--- src/design/ppti_pkg.sv ---
// ppti_pkg: shared types and constants for the pair potential table interpolator
// no dependencies; imported by ppti_table, ppti_lerp and the top level
`timescale 1ns / 1ps

package ppti_pkg;

  // field widths
  localparam int VAL_W   = 32;  // table value, signed Q16.16
  localparam int DIST_W  = 24;  // distance and config values, unsigned Q8.16
  localparam int IDX_W   = 10;  // load entry index
  localparam int LEN_W   = 11;  // table_len register
  localparam int ACT_W   = 2;
  localparam int STAT_W  = 2;
  localparam int CIDX_W  = 2;
  localparam int FRAC_W  = 16;
  localparam int K_W     = 16;  // integer part of the scaled index
  localparam int LIM_W   = K_W + 1;
  localparam int PROD_W  = 2 * DIST_W;
  localparam int WT_W    = FRAC_W + 1;
  localparam int LPROD_W = WT_W + VAL_W;  // weight times entry, signed

  localparam int FRAC_ONE = 65536;

  // default table depth and register reset values
  localparam int TABLE_DEPTH_DFLT = 1024;
  localparam logic [DIST_W-1:0] R_MIN_RST     = 24'd0;
  localparam logic [DIST_W-1:0] INV_DR_RST    = 24'd65536;
  localparam logic [LEN_W-1:0]  TABLE_LEN_RST = 11'd1024;

  typedef enum logic [ACT_W-1:0] {
    ACT_LOAD_FORCE  = 2'd0,
    ACT_LOAD_ENERGY = 2'd1,
    ACT_QUERY       = 2'd2
  } action_t;

  typedef enum logic [STAT_W-1:0] {
    ST_OK    = 2'd0,
    ST_BELOW = 2'd1,
    ST_RANGE = 2'd2
  } status_t;

  typedef enum logic [CIDX_W-1:0] {
    CFG_R_MIN     = 2'd0,
    CFG_INV_DR    = 2'd1,
    CFG_TABLE_LEN = 2'd2
  } cfg_reg_t;

  // table port control
  typedef struct packed {
    logic wr_en;
    logic rd_en;
  } tbl_ctl_t;

endpackage

--- src/design/ppti_lerp.sv ---
// ppti_lerp: weight products of two neighboring entries, then sum and saturate
// depends on ppti_pkg
`timescale 1ns / 1ps

module ppti_lerp (
  input  logic                              clk,
  input  logic                              en,
  input  logic [ppti_pkg::FRAC_W-1:0]       frac,
  input  logic signed [ppti_pkg::VAL_W-1:0] lo,
  input  logic signed [ppti_pkg::VAL_W-1:0] hi,
  output logic signed [ppti_pkg::VAL_W-1:0] result
);
  import ppti_pkg::*;

  logic [WT_W-1:0]              wt_hi;
  logic [WT_W-1:0]              wt_lo;
  logic signed [LPROD_W:0]      ph_full;
  logic signed [LPROD_W:0]      pl_full;
  logic signed [LPROD_W-1:0]    ph_r;
  logic signed [LPROD_W-1:0]    pl_r;
  logic signed [LPROD_W-FRAC_W-1:0] qh;
  logic signed [LPROD_W-FRAC_W-1:0] ql;
  logic signed [LPROD_W-FRAC_W:0]   sum;

  // weights: f for the upper entry, one minus f for the lower
  assign wt_hi = {1'b0, frac};
  assign wt_lo = WT_W'(FRAC_ONE) - {1'b0, frac};

  assign ph_full = $signed({1'b0, wt_hi}) * hi;
  assign pl_full = $signed({1'b0, wt_lo}) * lo;

  // product register
  always_ff @(posedge clk) begin
    if (en) begin
      ph_r <= ph_full[LPROD_W-1:0];
      pl_r <= pl_full[LPROD_W-1:0];
    end
  end

  // arithmetic shift by the fraction width is the upper bits
  assign qh  = ph_r[LPROD_W-1:FRAC_W];
  assign ql  = pl_r[LPROD_W-1:FRAC_W];
  assign sum = {qh[LPROD_W-FRAC_W-1], qh} + {ql[LPROD_W-FRAC_W-1], ql};

  // saturate to signed 32 bits
  always_comb begin
    if (sum[LPROD_W-FRAC_W:VAL_W-1] == '0 || sum[LPROD_W-FRAC_W:VAL_W-1] == '1) begin
      result = sum[VAL_W-1:0];
    end else if (sum[LPROD_W-FRAC_W]) begin
      result = {1'b1, {(VAL_W-1){1'b0}}};
    end else begin
      result = {1'b0, {(VAL_W-1){1'b1}}};
    end
  end

endmodule

--- config.mk ---
export PLATFORM = sky130hd
export DESIGN_NAME = ppti_lerp
export DESIGN_NICKNAME = d
export VERILOG_FILES = /design/src/design/ppti_pkg.sv /design/src/design/ppti_lerp.sv
export SDC_FILE = /design/constraint.sdc
export NUM_CORES = 2
export LEC_CHECK = 0
export BUFFER_PORTS_ARGS = -buffer_cell sky130_fd_sc_hd__buf_2
export CAP_MARGIN = 20
export CORE_ASPECT_RATIO = 0.8
export CORE_UTILIZATION = 55
export DETAILED_ROUTE_END_ITERATION = 10
export PLACE_DENSITY = 0.72
export SYNTH_ARGS = -nofsm -noshare
export SYNTH_HDL_FRONTEND = slang
export SYNTH_SLANG_ARGS = --single-unit
--- constraint.sdc ---
create_clock -name clk -period 17.1 [get_ports clk]
set_clock_uncertainty 0.15 [all_clocks]
set_input_delay 3.42 -clock clk [delete_from_list [all_inputs] [get_ports clk]]
set_output_delay 3.42 -clock clk [all_outputs]
set_load 0.03 [all_outputs]
==> results.md <==
* Wire per inst at 18.57 um
* Die W at 304.2 um
* CP peak stage delay at 620 ps
* # Max-Cap Violations at 0
* Die area at 0.07413 sq mm
* Ports at 114
* GRT Util Overall at 28.04%
* CTS tree: built
* CTS buffer count at 9
* Layout Nets at 5,701
* GR Overflow Total at 0
* DR vias/cell at 5.465
* Fraction of synthesis flops using an asynchronous set or reset pin at 0%
* Outcome: finished clean
* Hold_buf cts at 0
* Height of the die at 243.7 um
* Slew margin rel. at 30.25%
* Share of layout cells above drive strength 1 at 4.953%
* CTS resizes at 0
* Post-Syn Instances at 4,404
* Most used cell, CP: fa_1
* PortBufs at 113
* DRT antenna net count at 0
* Hold Vio Cnt, Final at 0
* Setup CP Type: in -> reg
* DRC at 0
* Cell row count at 88
* Area grow syn2layout at 3.619%
* Max FO, Critical Path at 35
* Synthesized area per cell at 9.122 sq um
* Final wirelength at 98.53 mm
* Storage element area at 0.001982 sq mm
* Root buffer cell: clkbuf_16
* Yosys reg bits at 66
* Max Slew Vio Count at 0
* TritonCTS Sinks at 66
* Post-synth EDFFs at 66
* Core Area at 0.07223 sq mm
* First-pass GRT wire length at 162.9 mm
* Clock slew at reported path FFs at 50 ps
* Final setup viols at 0
* Min Tclk post-route at 12,310 ps
* Endpoint class of the critical path: flop
* Critical path launch point type: input port
* Yosys cell types at 82
* RSZ-0062 raised after global routing: false
* Max Clk Rate at 81.23 MHz
* Syn Nets at 5,749
* Yosys synthesis warning count at 0
* Largest net degree at the start of global routing at 67
* Htree depth at 3
* CP max stage cell: or4_1
* Multi-input gate area at 0.03324 sq mm
* Vias in the first global route at 30,410
* 1st-iter DRT viols at 1,972
* CP required at 17,050 ps
* GPL Wtd Cong at 0.8954
* Setup TNS at 0 ps
* Cell area after layout at 0.04163 sq mm
* Arrival time at the worst endpoint at 12,260 ps
* Layout filler cell count at 6,497
* Placed Area at 0.04137 sq mm
* HP Class: in -> reg
* Setup Buffers After CTS at 0
* Initial Utilization at 55.62%
* Post-synth top flop: edfxtp_1
* DR vias at 29,000
* Post-Syn Area at 0.04017 sq mm
* Period utilization at 71.99%
* Sequential share of the synthesized area at 4.933%
* Max Root-Sink Buffers at 2
* Pre-antenna DRT Iters at 6
* Post-detail-place hpwl at 77.17 mm
* Initial antenna violation count at 1
* Slew @ Worst Pin at 1046 ps
-- per-stage QoR --
| stage | utilization (%) | hold slack (ps) | instances | setup slack (ps) |
|---|---|---|---|---|
| 5_1_grt | 57.63 | 3717 | 5306 | 4391 |
| 4_1_cts | 57.63 | 3688 | 5306 | 4872 |
| 3_3_place_gp | 57.28 | 4033 | 5290 | 4617 |
| 6_report | 57.63 | 3663 | 5307 | 4789 |
| 3_5_place_dp | 57.28 | 4050 | 5290 | 4512 |
| 2_1_floorplan | - | 3383 | 4404 | 6067 |
-- sequential cells by signal, indices dropped and copies added, names as in the netlist --
| register | count |
|---|---|
| ph_r | 33 |
| pl_r | 33 |
-- path summary, 6_finish.rpt --
path	startpoint	end	cells past startpoint
worst max-delay path	frac[4]	pl_r[44]	30
worst min-delay path	en	ph_r[48]	2
-- cell families after synthesis --
kind of cell / Yosys count / synth area share (%)
simple gates: 1314 / 15.87
compound gates: 330 / 6.017
flops: 66 / 4.933
fa+ha+maj: 1263 / 58.06
xor+xnor: 111 / 2.420
mux: 3 / 0.07475
buf+inv: 1317 / 12.62
-- per-layer routing --
layer | global-route usage, % | up-vias | routed length (um) | share of wire (%)
met3 | 3.975 | 140 | 7473 | 7.6
li1 | - | 12800 | - | -
met2 | 45.03 | 982 | 45600 | 46
met4 | 5.599 | 0 | 2047 | 2.1
met5 | 0 | - | 0 | 0
met1 | 40.78 | 15080 | 43420 | 44
-- cell type report --
cell class / count / area share (%)
diodes: 1 / 0.006011
flip-flops and latches: 66 / 4.761
well taps: 945 / 2.840
inverters: 1118 / 10.08
clock buffers: 10 / 0.5500
repair buffers: 140 / 1.846
multi-input cells: 3021 / 79.86
clock inverters: 6 / 0.05711
-- worst max-delay path: cells and delay by family --
family,cells,cell delay [ps]
fa+ha+maj,7,3320
buf+inv,8,990
simple gates,6,1880
xor+xnor,2,240
compound gates,7,2350
-- cells in the mapped netlist, types with 4 or more instances --
cell type	count	area [sq um]
and4_1	5	43.79
or2_2	4	25.02
nor2b_1	11	68.82
o21ai_1	11	55.05
a41oi_1	4	35.03
o21bai_1	11	82.58
inv_1	1118	4197
buf_6	8	90.09
ha_1	261	3266
a221oi_1	4	35.03
clkbuf_1	183	686.9
a311oi_1	4	35.03
fa_1	1002	20060
a21oi_1	89	445.4
nand2b_1	15	93.84
a21o_1	45	337.8
nand4_1	18	112.6
o211ai_1	8	60.06
o21a_1	15	112.6
a211oi_1	15	112.6
nor2_1	67	251.5
a31oi_1	10	62.56
or4_1	4	30.03
xnor2_1	72	630.6
edfxtp_1	66	1982
nand3_1	15	75.07
nor4_1	7	43.79
nor3_1	26	130.1
and3_1	13	81.33
o22ai_2	30	375.4
nand2_1	672	2522
xor2_1	39	341.6
and2_1	438	2740
o21ai_0	38	190.2
-- cell usage in the layout (no fill, tap or decap), drive strengths merged, types with 6 or more instances in the layout --
cell / instances
nor3: 26
o21a: 16
edfxtp: 66
a211oi: 15
o22ai: 31
nor2b: 11
a31oi: 10
ha: 261
and3: 14
nand2b: 15
o21bai: 11
a21oi: 91
a21o: 45
nand2: 672
o211ai: 8
clkbuf: 10
buf: 140
and2: 438
nor2: 67
nor4: 8
o21ai: 50
nand3: 15
nand4: 18
inv: 1118
xnor2: 72
clkinv: 6
xor2: 39
fa: 1002
Power is not shown: default switching activity piles up to over one toggle a cycle in this logic, so the estimate is an artifact.
